File: config.mk
export PLATFORM = sky130hd
export DESIGN_NAME = per_thread_lock_state_checker_unit
export DESIGN_NICKNAME = d
export VERILOG_FILES = /design/src/design/plstc_pkg.sv /design/src/design/plstc_front.sv /design/src/design/plstc_back.sv /design/src/design/per_thread_lock_state_checker_unit.sv
export SDC_FILE = /design/constraint.sdc
export NUM_CORES = 2
export LEC_CHECK = 0
export ABC_AREA = 1
export BUFFER_PORTS_ARGS = -buffer_cell sky130_fd_sc_hd__buf_4
export CAP_MARGIN = 15
export CORE_MARGIN = 10
export CORE_UTILIZATION = 57
export DETAILED_ROUTE_END_ITERATION = 12
export PLACE_DENSITY = 0.77
export RECOVER_POWER = 100
export SKIP_CTS_REPAIR_TIMING = 1
export SLEW_MARGIN = 20
export SYNTH_ARGS = -nofsm -noshare
export SYNTH_HDL_FRONTEND = slang
export SYNTH_HIERARCHICAL = 1
export SYNTH_SLANG_ARGS = --single-unit
File: constraint.sdc
create_clock -name aclk -period 5.38 [get_ports aclk]
set_input_delay 0.538 -clock aclk [delete_from_list [all_inputs] [get_ports aclk]]
set_output_delay 0.538 -clock aclk [all_outputs]
set_load 0.01 [all_outputs]
File: src/design/plstc_pkg.sv
package plstc_pkg;

    // Default sizes of the thread table and of the stored ids
    localparam int NUM_THREADS_DEF = 64;
    localparam int ID_BITS_DEF     = 16;

    // Fixed widths of the request and result fields
    localparam int KIND_W  = 2;
    localparam int TID_W   = 6;
    localparam int OID_W   = 16;
    localparam int RQ_W    = 4;
    localparam int MPH_W   = 4;
    localparam int OPH_W   = 3;
    localparam int QPH_W   = 3;

    // Request kinds
    typedef enum logic [KIND_W-1:0] {
        KIND_INIT   = 2'd0,
        KIND_MUTEX  = 2'd1,
        KIND_OBJECT = 2'd2,
        KIND_QUEUE  = 2'd3
    } req_kind_t;

    // Classified request control, passed from front to back
    typedef struct packed {
        req_kind_t         kind;
        logic [RQ_W-1:0]   rq;
        logic              skip;
        logic              in_range;
        logic              id_zero;
    } req_ctrl_t;

endpackage

File: src/design/plstc_front.sv
module plstc_front #(
    parameter int NUM_THREADS = plstc_pkg::NUM_THREADS_DEF,
    parameter int ID_BITS     = plstc_pkg::ID_BITS_DEF,
    parameter int IDX_W       = $clog2(NUM_THREADS)
) (
    input  logic                           aclk,
    input  logic                           aresetn,
    input  logic                           s_valid,
    output logic                           s_ready,
    input  logic [plstc_pkg::KIND_W-1:0]   s_req_type,
    input  logic [plstc_pkg::TID_W-1:0]    s_thread_id,
    input  logic [plstc_pkg::OID_W-1:0]    s_object_id,
    input  logic [plstc_pkg::RQ_W-1:0]     s_requested_state,
    input  logic                           s_skip_object_check,
    input  logic                           hold_off,
    input  logic                           pop,
    output logic                           q_empty,
    output plstc_pkg::req_ctrl_t           head_ctrl,
    output logic [IDX_W-1:0]               head_idx,
    output logic [ID_BITS-1:0]             head_id
);

    typedef struct packed {
        plstc_pkg::req_ctrl_t ctrl;
        logic [IDX_W-1:0]     idx;
        logic [ID_BITS-1:0]   id;
    } q_entry_t;

    q_entry_t     q_mem_reg [2];
    logic         wr_ptr_reg, wr_ptr_next;
    logic         rd_ptr_reg, rd_ptr_next;
    logic [1:0]   count_reg, count_next;
    q_entry_t     in_entry;
    logic         push;

    // Classify the incoming request
    always_comb begin
        in_entry.ctrl.kind     = plstc_pkg::req_kind_t'(s_req_type);
        in_entry.ctrl.rq       = s_requested_state;
        in_entry.ctrl.skip     = s_skip_object_check;
        in_entry.ctrl.in_range = 32'(s_thread_id) < 32'(NUM_THREADS);
        in_entry.idx           = IDX_W'(s_thread_id);
        in_entry.id            = ID_BITS'(s_object_id);
        in_entry.ctrl.id_zero  = (in_entry.id == '0);
    end

    assign s_ready = (count_reg != 2'd2) && !hold_off;
    assign push    = s_valid && s_ready;
    assign q_empty = (count_reg == 2'd0);

    assign head_ctrl = q_mem_reg[rd_ptr_reg].ctrl;
    assign head_idx  = q_mem_reg[rd_ptr_reg].idx;
    assign head_id   = q_mem_reg[rd_ptr_reg].id;

    // Two-entry queue pointers
    always_comb begin
        wr_ptr_next = push ? ~wr_ptr_reg : wr_ptr_reg;
        rd_ptr_next = pop  ? ~rd_ptr_reg : rd_ptr_reg;
        count_next  = count_reg + 2'(push) - 2'(pop);
    end

    always_ff @(posedge aclk) begin
        if (!aresetn) begin
            wr_ptr_reg <= 1'b0;
            rd_ptr_reg <= 1'b0;
            count_reg  <= 2'd0;
        end else begin
            wr_ptr_reg <= wr_ptr_next;
            rd_ptr_reg <= rd_ptr_next;
            count_reg  <= count_next;
        end
    end

    // Queue storage, no reset needed
    always_ff @(posedge aclk) begin
        if (push) begin
            q_mem_reg[wr_ptr_reg] <= in_entry;
        end
    end

endmodule

File: src/design/plstc_back.sv
module plstc_back #(
    parameter int NUM_THREADS = plstc_pkg::NUM_THREADS_DEF,
    parameter int ID_BITS     = plstc_pkg::ID_BITS_DEF,
    parameter int IDX_W       = $clog2(NUM_THREADS)
) (
    input  logic                           aclk,
    input  logic                           aresetn,
    output logic                           clearing,
    input  logic                           q_empty,
    output logic                           pop,
    input  plstc_pkg::req_ctrl_t           head_ctrl,
    input  logic [IDX_W-1:0]               head_idx,
    input  logic [ID_BITS-1:0]             head_id,
    output logic                           m_valid,
    input  logic                           m_ready,
    output logic                           m_accepted,
    output logic [plstc_pkg::MPH_W-1:0]    m_mutex_phase_now,
    output logic [plstc_pkg::OPH_W-1:0]    m_object_phase_now,
    output logic [plstc_pkg::QPH_W-1:0]    m_queue_phase_now
);

    // Mutex phase codes (request-only codes follow acquired exclusive)
    localparam logic [3:0] M_UNLOCKED   = 4'd0;
    localparam logic [3:0] M_BEG_SH     = 4'd1;
    localparam logic [3:0] M_BEG_EX     = 4'd2;
    localparam logic [3:0] M_BEG_DOWN   = 4'd3;
    localparam logic [3:0] M_BEG_EXUNL  = 4'd4;
    localparam logic [3:0] M_BEG_UP     = 4'd5;
    localparam logic [3:0] M_BEG_SHUNL  = 4'd6;
    localparam logic [3:0] M_ACQ_SH     = 4'd7;
    localparam logic [3:0] M_ACQ_EX     = 4'd8;
    localparam logic [3:0] M_SH_FAIL    = 4'd9;
    localparam logic [3:0] M_EX_FAIL    = 4'd10;
    localparam logic [3:0] M_DOWN_FAIL  = 4'd11;
    localparam logic [3:0] M_UP_FAIL    = 4'd12;

    // Object lock phase codes
    localparam logic [3:0] O_UNLOCKED   = 4'd0;
    localparam logic [3:0] O_BEG_TRY    = 4'd1;
    localparam logic [3:0] O_BEG_LOCK   = 4'd2;
    localparam logic [3:0] O_BEG_UNLOCK = 4'd3;
    localparam logic [3:0] O_ACQUIRED   = 4'd4;
    localparam logic [3:0] O_LOCK_FAIL  = 4'd5;

    // Queue phase codes
    localparam logic [3:0] Q_UNUSED     = 4'd0;
    localparam logic [3:0] Q_LAST_OP    = 4'd7;

    typedef struct packed {
        logic [plstc_pkg::MPH_W-1:0] mph;
        logic [ID_BITS-1:0]          mhold;
        logic [plstc_pkg::OPH_W-1:0] oph;
        logic [ID_BITS-1:0]          ohold;
        logic [plstc_pkg::QPH_W-1:0] qph;
        logic [ID_BITS-1:0]          qhold;
    } entry_t;

    typedef enum logic [1:0] {
        S_CLEAR,
        S_FETCH,
        S_EXEC
    } state_t;

    state_t                      state_reg, state_next;
    logic [IDX_W-1:0]            clr_cnt_reg, clr_cnt_next;
    plstc_pkg::req_ctrl_t        cur_ctrl_reg, cur_ctrl_next;
    logic [IDX_W-1:0]            cur_idx_reg, cur_idx_next;
    logic [ID_BITS-1:0]          cur_id_reg, cur_id_next;
    logic                        m_valid_reg, m_valid_next;
    logic                        acc_reg, acc_next;
    logic [plstc_pkg::MPH_W-1:0] mph_out_reg, mph_out_next;
    logic [plstc_pkg::OPH_W-1:0] oph_out_reg, oph_out_next;
    logic [plstc_pkg::QPH_W-1:0] qph_out_reg, qph_out_next;

    entry_t                      mem [NUM_THREADS];
    entry_t                      rd_data_reg;
    logic                        rd_en;
    logic                        wr_en;
    logic [IDX_W-1:0]            wr_addr;
    entry_t                      wr_data;

    entry_t                      old_e, new_e;
    logic                        ok;
    logic                        obj_free, q_free, m_mine, o_mine;
    logic                        out_free;

    assign clearing = (state_reg == S_CLEAR);
    assign out_free = !m_valid_reg || m_ready;
    assign pop      = (state_reg == S_FETCH) && !q_empty;
    assign rd_en    = pop && head_ctrl.in_range;

    // Transition check against the stored entry
    always_comb begin
        old_e    = rd_data_reg;
        new_e    = old_e;
        ok       = 1'b0;
        obj_free = (old_e.oph == '0) && (old_e.ohold == '0);
        q_free   = (old_e.qph == '0) && (old_e.qhold == '0);
        m_mine   = (old_e.mhold == cur_id_reg);
        o_mine   = (old_e.ohold == cur_id_reg);
        if (!cur_ctrl_reg.in_range) begin
            ok = 1'b0;
        end else if (cur_ctrl_reg.kind == plstc_pkg::KIND_INIT) begin
            new_e = '0;
            ok    = 1'b1;
        end else if (!cur_ctrl_reg.id_zero) begin
            case (cur_ctrl_reg.kind)
                plstc_pkg::KIND_MUTEX: begin
                    if ((cur_ctrl_reg.skip || obj_free) && q_free) begin
                        case (cur_ctrl_reg.rq)
                            M_UNLOCKED: begin
                                ok = m_mine && (old_e.mph == M_BEG_SHUNL
                                                || old_e.mph == M_BEG_EXUNL);
                                if (ok) begin
                                    new_e.mhold = '0;
                                    new_e.mph   = M_UNLOCKED;
                                end
                            end
                            M_BEG_SH, M_BEG_EX: begin
                                ok = (old_e.mhold == '0) && (old_e.mph == M_UNLOCKED);
                                if (ok) begin
                                    new_e.mhold = cur_id_reg;
                                    new_e.mph   = cur_ctrl_reg.rq;
                                end
                            end
                            M_BEG_DOWN, M_BEG_EXUNL: begin
                                ok = m_mine && (old_e.mph == M_ACQ_EX);
                                if (ok) new_e.mph = cur_ctrl_reg.rq;
                            end
                            M_BEG_UP, M_BEG_SHUNL: begin
                                ok = m_mine && (old_e.mph == M_ACQ_SH);
                                if (ok) new_e.mph = cur_ctrl_reg.rq;
                            end
                            M_ACQ_SH: begin
                                ok = m_mine && (old_e.mph == M_BEG_SH
                                                || old_e.mph == M_BEG_DOWN);
                                if (ok) new_e.mph = M_ACQ_SH;
                            end
                            M_ACQ_EX: begin
                                ok = m_mine && (old_e.mph == M_BEG_EX
                                                || old_e.mph == M_BEG_UP);
                                if (ok) new_e.mph = M_ACQ_EX;
                            end
                            M_SH_FAIL, M_EX_FAIL: begin
                                ok = m_mine && (old_e.mph == ((cur_ctrl_reg.rq == M_SH_FAIL)
                                                ? M_BEG_SH : M_BEG_EX));
                                if (ok) begin
                                    new_e.mhold = '0;
                                    new_e.mph   = M_UNLOCKED;
                                end
                            end
                            M_DOWN_FAIL: begin
                                ok = m_mine && (old_e.mph == M_BEG_DOWN);
                                if (ok) new_e.mph = M_ACQ_SH;
                            end
                            M_UP_FAIL: begin
                                ok = m_mine && (old_e.mph == M_BEG_UP);
                                if (ok) new_e.mph = M_ACQ_EX;
                            end
                            default: ok = 1'b0;
                        endcase
                    end
                end
                plstc_pkg::KIND_OBJECT: begin
                    if (q_free) begin
                        case (cur_ctrl_reg.rq)
                            O_UNLOCKED: begin
                                ok = o_mine && (4'(old_e.oph) == O_BEG_UNLOCK);
                                if (ok) begin
                                    new_e.ohold = '0;
                                    new_e.oph   = '0;
                                end
                            end
                            O_BEG_TRY, O_BEG_LOCK: begin
                                ok = (old_e.ohold == '0) && (4'(old_e.oph) == O_UNLOCKED);
                                if (ok) begin
                                    new_e.ohold = cur_id_reg;
                                    new_e.oph   = cur_ctrl_reg.rq[plstc_pkg::OPH_W-1:0];
                                end
                            end
                            O_BEG_UNLOCK: begin
                                ok = o_mine && (4'(old_e.oph) == O_ACQUIRED);
                                if (ok) new_e.oph = O_BEG_UNLOCK[plstc_pkg::OPH_W-1:0];
                            end
                            O_ACQUIRED: begin
                                ok = o_mine && (4'(old_e.oph) == O_BEG_TRY
                                                || 4'(old_e.oph) == O_BEG_LOCK);
                                if (ok) new_e.oph = O_ACQUIRED[plstc_pkg::OPH_W-1:0];
                            end
                            O_LOCK_FAIL: begin
                                ok = o_mine && (4'(old_e.oph) == O_BEG_TRY);
                                if (ok) begin
                                    new_e.ohold = '0;
                                    new_e.oph   = '0;
                                end
                            end
                            default: ok = 1'b0;
                        endcase
                    end
                end
                plstc_pkg::KIND_QUEUE: begin
                    if (cur_ctrl_reg.rq == Q_UNUSED) begin
                        ok = (old_e.qhold == cur_id_reg) && (old_e.qph != '0);
                        if (ok) begin
                            new_e.qhold = '0;
                            new_e.qph   = '0;
                        end
                    end else if (cur_ctrl_reg.rq <= Q_LAST_OP) begin
                        ok = q_free;
                        if (ok) begin
                            new_e.qhold = cur_id_reg;
                            new_e.qph   = cur_ctrl_reg.rq[plstc_pkg::QPH_W-1:0];
                        end
                    end
                end
                default: ok = 1'b0;
            endcase
        end
    end

    // Table write port: clearing sweep or an applied transition
    always_comb begin
        wr_en   = 1'b0;
        wr_addr = cur_idx_reg;
        wr_data = new_e;
        if (state_reg == S_CLEAR) begin
            wr_en   = 1'b1;
            wr_addr = clr_cnt_reg;
            wr_data = '0;
        end else if (state_reg == S_EXEC && out_free && ok) begin
            wr_en = 1'b1;
        end
    end

    // Sequencer and result register
    always_comb begin
        state_next    = state_reg;
        clr_cnt_next  = clr_cnt_reg;
        cur_ctrl_next = cur_ctrl_reg;
        cur_idx_next  = cur_idx_reg;
        cur_id_next   = cur_id_reg;
        m_valid_next  = m_valid_reg && !m_ready;
        acc_next      = acc_reg;
        mph_out_next  = mph_out_reg;
        oph_out_next  = oph_out_reg;
        qph_out_next  = qph_out_reg;
        case (state_reg)
            S_CLEAR: begin
                clr_cnt_next = clr_cnt_reg + 1'b1;
                if (clr_cnt_reg == IDX_W'(NUM_THREADS - 1)) begin
                    state_next = S_FETCH;
                end
            end
            S_FETCH: begin
                if (pop) begin
                    cur_ctrl_next = head_ctrl;
                    cur_idx_next  = head_idx;
                    cur_id_next   = head_id;
                    state_next    = S_EXEC;
                end
            end
            S_EXEC: begin
                if (out_free) begin
                    m_valid_next = 1'b1;
                    acc_next     = ok;
                    if (cur_ctrl_reg.in_range) begin
                        mph_out_next = new_e.mph;
                        oph_out_next = new_e.oph;
                        qph_out_next = new_e.qph;
                    end else begin
                        mph_out_next = '0;
                        oph_out_next = '0;
                        qph_out_next = '0;
                    end
                    state_next = S_FETCH;
                end
            end
            default: state_next = S_FETCH;
        endcase
    end

    always_ff @(posedge aclk) begin
        if (!aresetn) begin
            state_reg   <= S_CLEAR;
            clr_cnt_reg <= '0;
            m_valid_reg <= 1'b0;
        end else begin
            state_reg   <= state_next;
            clr_cnt_reg <= clr_cnt_next;
            m_valid_reg <= m_valid_next;
        end
        cur_ctrl_reg <= cur_ctrl_next;
        cur_idx_reg  <= cur_idx_next;
        cur_id_reg   <= cur_id_next;
        acc_reg      <= acc_next;
        mph_out_reg  <= mph_out_next;
        oph_out_reg  <= oph_out_next;
        qph_out_reg  <= qph_out_next;
    end

    // Per-thread table, one write and one registered read
    always_ff @(posedge aclk) begin
        if (wr_en) begin
            mem[wr_addr] <= wr_data;
        end
        if (rd_en) begin
            rd_data_reg <= mem[head_idx];
        end
    end

    assign m_valid            = m_valid_reg;
    assign m_accepted         = acc_reg;
    assign m_mutex_phase_now  = mph_out_reg;
    assign m_object_phase_now = oph_out_reg;
    assign m_queue_phase_now  = qph_out_reg;

endmodule

File: src/design/per_thread_lock_state_checker_unit.sv
// Path: two-entry front queue, registered table read, result register; the back end
// holds a request while the output is not free, and takes the next one only after the
// table read and the update write of the current request's entry.
// Reset: synchronous, active low; afterwards the table is cleared by a sweep over all
// NUM_THREADS entries, one entry a cycle, during which s_ready stays low.
module per_thread_lock_state_checker_unit #(
    parameter int NUM_THREADS = plstc_pkg::NUM_THREADS_DEF,
    parameter int ID_BITS     = plstc_pkg::ID_BITS_DEF
) (
    input  logic                           aclk,
    input  logic                           aresetn,
    input  logic                           s_valid,
    output logic                           s_ready,
    input  logic [plstc_pkg::KIND_W-1:0]   s_req_type,
    input  logic [plstc_pkg::TID_W-1:0]    s_thread_id,
    input  logic [plstc_pkg::OID_W-1:0]    s_object_id,
    input  logic [plstc_pkg::RQ_W-1:0]     s_requested_state,
    input  logic                           s_skip_object_check,
    output logic                           m_valid,
    input  logic                           m_ready,
    output logic                           m_accepted,
    output logic [plstc_pkg::MPH_W-1:0]    m_mutex_phase_now,
    output logic [plstc_pkg::OPH_W-1:0]    m_object_phase_now,
    output logic [plstc_pkg::QPH_W-1:0]    m_queue_phase_now
);

    localparam int IDX_W = $clog2(NUM_THREADS);

    logic                    clearing;
    logic                    pop;
    logic                    q_empty;
    plstc_pkg::req_ctrl_t    head_ctrl;
    logic [IDX_W-1:0]        head_idx;
    logic [ID_BITS-1:0]      head_id;

    // Front end: accept, classify and queue requests
    plstc_front #(
        .NUM_THREADS (NUM_THREADS),
        .ID_BITS     (ID_BITS),
        .IDX_W       (IDX_W)
    ) u_front (
        .aclk                (aclk),
        .aresetn             (aresetn),
        .s_valid             (s_valid),
        .s_ready             (s_ready),
        .s_req_type          (s_req_type),
        .s_thread_id         (s_thread_id),
        .s_object_id         (s_object_id),
        .s_requested_state   (s_requested_state),
        .s_skip_object_check (s_skip_object_check),
        .hold_off            (clearing),
        .pop                 (pop),
        .q_empty             (q_empty),
        .head_ctrl           (head_ctrl),
        .head_idx            (head_idx),
        .head_id             (head_id)
    );

    // Back end: table read-modify-write and result register
    plstc_back #(
        .NUM_THREADS (NUM_THREADS),
        .ID_BITS     (ID_BITS),
        .IDX_W       (IDX_W)
    ) u_back (
        .aclk               (aclk),
        .aresetn            (aresetn),
        .clearing           (clearing),
        .q_empty            (q_empty),
        .pop                (pop),
        .head_ctrl          (head_ctrl),
        .head_idx           (head_idx),
        .head_id            (head_id),
        .m_valid            (m_valid),
        .m_ready            (m_ready),
        .m_accepted         (m_accepted),
        .m_mutex_phase_now  (m_mutex_phase_now),
        .m_object_phase_now (m_object_phase_now),
        .m_queue_phase_now  (m_queue_phase_now)
    );

endmodule

==> results.md <==
- #FFs+latches synth: 3,886
- Clk_lat worst skew: between 0.9 and 1 ns
- IO buf count: 45
- Switch Pwr: around 12 mW
- Critical Path Max Stage Delay: between 1 and 1.5 ns
- Core Region: around 270,000 um2
- Failing checks: capacitance limit, slew limit
- Critical path class: reg -> reg
- DP Cell Count: roughly 15k
- Post-route ant nets: 0
- Crit-path slowest cell: a21oi_2
- Clock group share of total power: 0.443
- Fmax: 197 MHz
- HP Class: in -> reg
- Rows: ~190
- Initial core utilization: 0.572
- Worst path required time: 5.97 ns
- FFs w/ async S/R, synth: 0
- Max FFs per register: 3,712
- Largest net degree at the start of global routing: 198
- Crit share post-route: 0.942
- 1st-iter DRT viols: 18.5k
- Final setup vio count: 0
- Final Max Slew Viols: around 1.5k
- Via count: roughly 110k
- Yosys top cell by area: edfxtp_1
- Gate power share: 0.005
- Num ports: 46
- CP Buf/Inv Count: 3
- Fraction of layout cells with a size suffix above 1: 0.0941
- Placer Congestion: 0.971
- Yosys warns: 6
- Switching Share: 0.193
- Most numerous cell on the critical path: nand2_1
- First-pass GRT wire length: around 710,000 um
- Avg WL per Cell: between 30 and 40 um
- Post-Syn Instances: 11.9k
- Post-route insts no fill: ~16k
- Share of power burned in registers: 0.552
- Critical path peak fanout: 16
- Internal power consumption: 48.2 mW
- Setup TNS: 0 ns
- Die W: 541 um
- Root Driver: clkbuf_16
- DP HPWL: about 290,000 um
- Delay-heaviest family, CP: simple AND/OR/NAND/NOR gates
- Cts bufs inserted: 382
- Yosys top cell area share: 0.753
- DR vias/cell: approximately 7
- Die Y: 541 um
- TritonCTS clock tree: built
- GRT Overall Usage: 0.328
- Startpoint Class: register
- Die area: around 300,000 um2
- First drt pass iteration count: 9
- # fillers: between 15k and 20k
- Hold Violations, Final: 0
- H-tree Lvls: 5
- VDD IR max: 266 uV
- Vias in the first global route: between 100k and 150k
- Final net count: between 10k and 15k
- Design area: ~170,000 um2
- CP Capture Type: register
- Pleak: 54.0 nW
- GRT Residual Overflow: 0
- # clock sinks: 3,886
- Fin crit period: slightly above 5 ns
- Post-route DRC: 0
- Synth cell types: 48
- Syn nets: roughly 12k
- Area contributors post-synth: edfxtp_1 75%, o21ai_0 7.9%, nor2_1 6.4%, o22ai_1 4.6%, clkbuf_1 1.7%
- P per Cell Area: about 340 nW/um2
- Max transition margin: -0.938
- Final WL: approximately 500,000 um
- Placement Cell Area: between 150,000 and 200,000 um2
- Outcome: complete, but fails checks
- Area of the mapped netlist: between 150,000 and 200,000 um2
- Initial antenna violation count: 28
- Crit-path cells: inv_1, nand2_1, nor2_1, nor3_1, nor3_1, nand2_1, nor2_2, buf_4, nand2_1, a21oi_1, o21ai_0, a21oi_2, clkbuf_1
- RSZ-0062 raised after global routing: no
- Final total power: between 50 and 60 mW
- Area added between synthesis and finish: 12.5%
- Max-cap violations: 31
- Final Skew: about 0.077 ns
- Post-synth EDFFs: approximately 3.9k
- Mean area per synthesized cell: 13.0 um2
- Prevailing post-synth register cell: edfxtp_1
- Clock transition at path regs: about 0.070 ns
- Worst slew pin tran: between 2 and 3 ns
- CTS Buffer Depth: 4
- Critical path arrival: between 5 and 6 ns
- Sequential share of the synthesized area: 0.754
==> routing by layer <==
layer	vias to the layer above	track usage	share of wire
li1	44800	-	-
met2	9394	0.492	0.44
met3	1839	0.108	0.16
met1	52300	0.425	0.33
met4	22	0.181	0.072
met5	-	0	0.00031
==> synth_stat cells, types with 2 or more instances <==
cell / number
xor2_1: 9
o32ai_1: 70
nor4_1: 3
inv_2: 22
o21ai_0: 2441
o221ai_1: 2
nor2_2: 7
nor3_1: 19
a22oi_1: 2
buf_4: 4
clkbuf_1: 685
nor2_1: 2630
o21ai_1: 27
a31oi_1: 3
buf_6: 9
a211oi_1: 2
inv_1: 131
nand3_1: 51
xnor2_1: 8
mux2_4: 30
buf_1: 29
edfxtp_1: 3872
nand2_1: 340
buf_2: 130
o21a_1: 4
nand4_1: 25
a21oi_1: 96
or2_2: 3
nor3b_1: 2
dfxtp_1: 14
o22ai_1: 1143
ha_1: 3
a21oi_2: 60
o211ai_1: 22
==> placed cells by master, fill, tap and decap left out, types with 9 or more instances in the layout <==
cell type / instances
dlygate4sd3_1: 31
edfxtp_1: 3872
clkbuf_1: 149
clkinv_2: 61
clkbuf_4: 28
clkbuf_2: 72
clkinv_1: 85
inv_1: 126
dfxtp_1: 14
nor3_1: 19
bufinv_16: 41
nor2_1: 2629
mux2_1: 22
o21ai_1: 16
a21oi_4: 60
buf_4: 323
nand4_1: 26
o22ai_1: 1143
buf_12: 98
inv_2: 21
o211ai_1: 22
nand2_1: 340
a21oi_1: 91
clkbuf_16: 388
xor2_1: 9
o21ai_0: 2452
diode_2: 10
inv_6: 9
clkinvlp_4: 10
o32ai_1: 68
nand3_1: 51
==> per-stage QoR <==
step	setup WS, ns	utilization	hold WS, ns
floorplan	0.151	-	0.459
global placement	0.926	0.602	0.482
detailed placement	0.917	0.602	0.495
CTS	0.872	0.647	-0.224
global route	0.306	0.643	0.0528
finish	0.310	0.643	0.00640
==> power by group through the flow <==
| stage | logic [mW] | clock network [mW] | registers, mW |
|---|---|---|---|
| after floorplan | 0.117 | 0 | 33.6 |
| after global placement | 0.284 | 0 | 33.6 |
| after detailed placement | 0.292 | 0 | 33.6 |
| after CTS | 0.293 | 26.5 | 33.0 |
| after global routing | 0.306 | 27.7 | 33.0 |
| final | 0.299 | 26.5 | 33.0 |
==> final cells by class <==
class | instances | area [um2] | share of cell area
Sequential cell | 3886 | 117000 | 0.671
Multi-Input combinational cell | 7014 | 34300 | 0.198
Clock buffer | 472 | 10000 | 0.0577
Timing Repair Buffer | 622 | 5540 | 0.0319
Tap cell | 3570 | 4470 | 0.0257
Clock inverter | 216 | 2210 | 0.0127
Inverter | 154 | 621 | 0.00357
Antenna cell | 10 | 25.0 | 0.000144
==> worst min-delay path: stages <==
cell and delay [ns]:
buf_4 0.08, nand4_1 0.12, nand2_1 0.08, nor2_1 0.04
==> cells by family (layout without fill, tap and decap cells) <==
group           count (synthesis)  after routing  share of synthesized area
buf+inv                      1012           1464                     0.0262
flops                        3886           3886                      0.754
other cells                     1             11                  0.0000243
mux                            30             30                    0.00292
xor+xnor                       17             17                   0.000964
simple gates                 3088           3088                     0.0766
compound gates               3875           3875                      0.139
fa+ha+maj                       3              3                   0.000243
==> path summary, 6_finish.rpt <==
path	startpoint	endpoint	slack [ns]	cells after the start
max	u_back/cur_ctrl_reg[4]	u_back/mem[43][27]	0.31	13
min	s_valid	u_front/wr_ptr_reg	0.006	4
max reg2reg	u_back/cur_ctrl_reg[4]	u_back/mem[43][27]	0.31	13
min reg2reg	u_back/clr_cnt_reg[4]	u_back/clr_cnt_reg[4]	0.51	2
No activity file was read; power rests on OpenSTA's default activity.
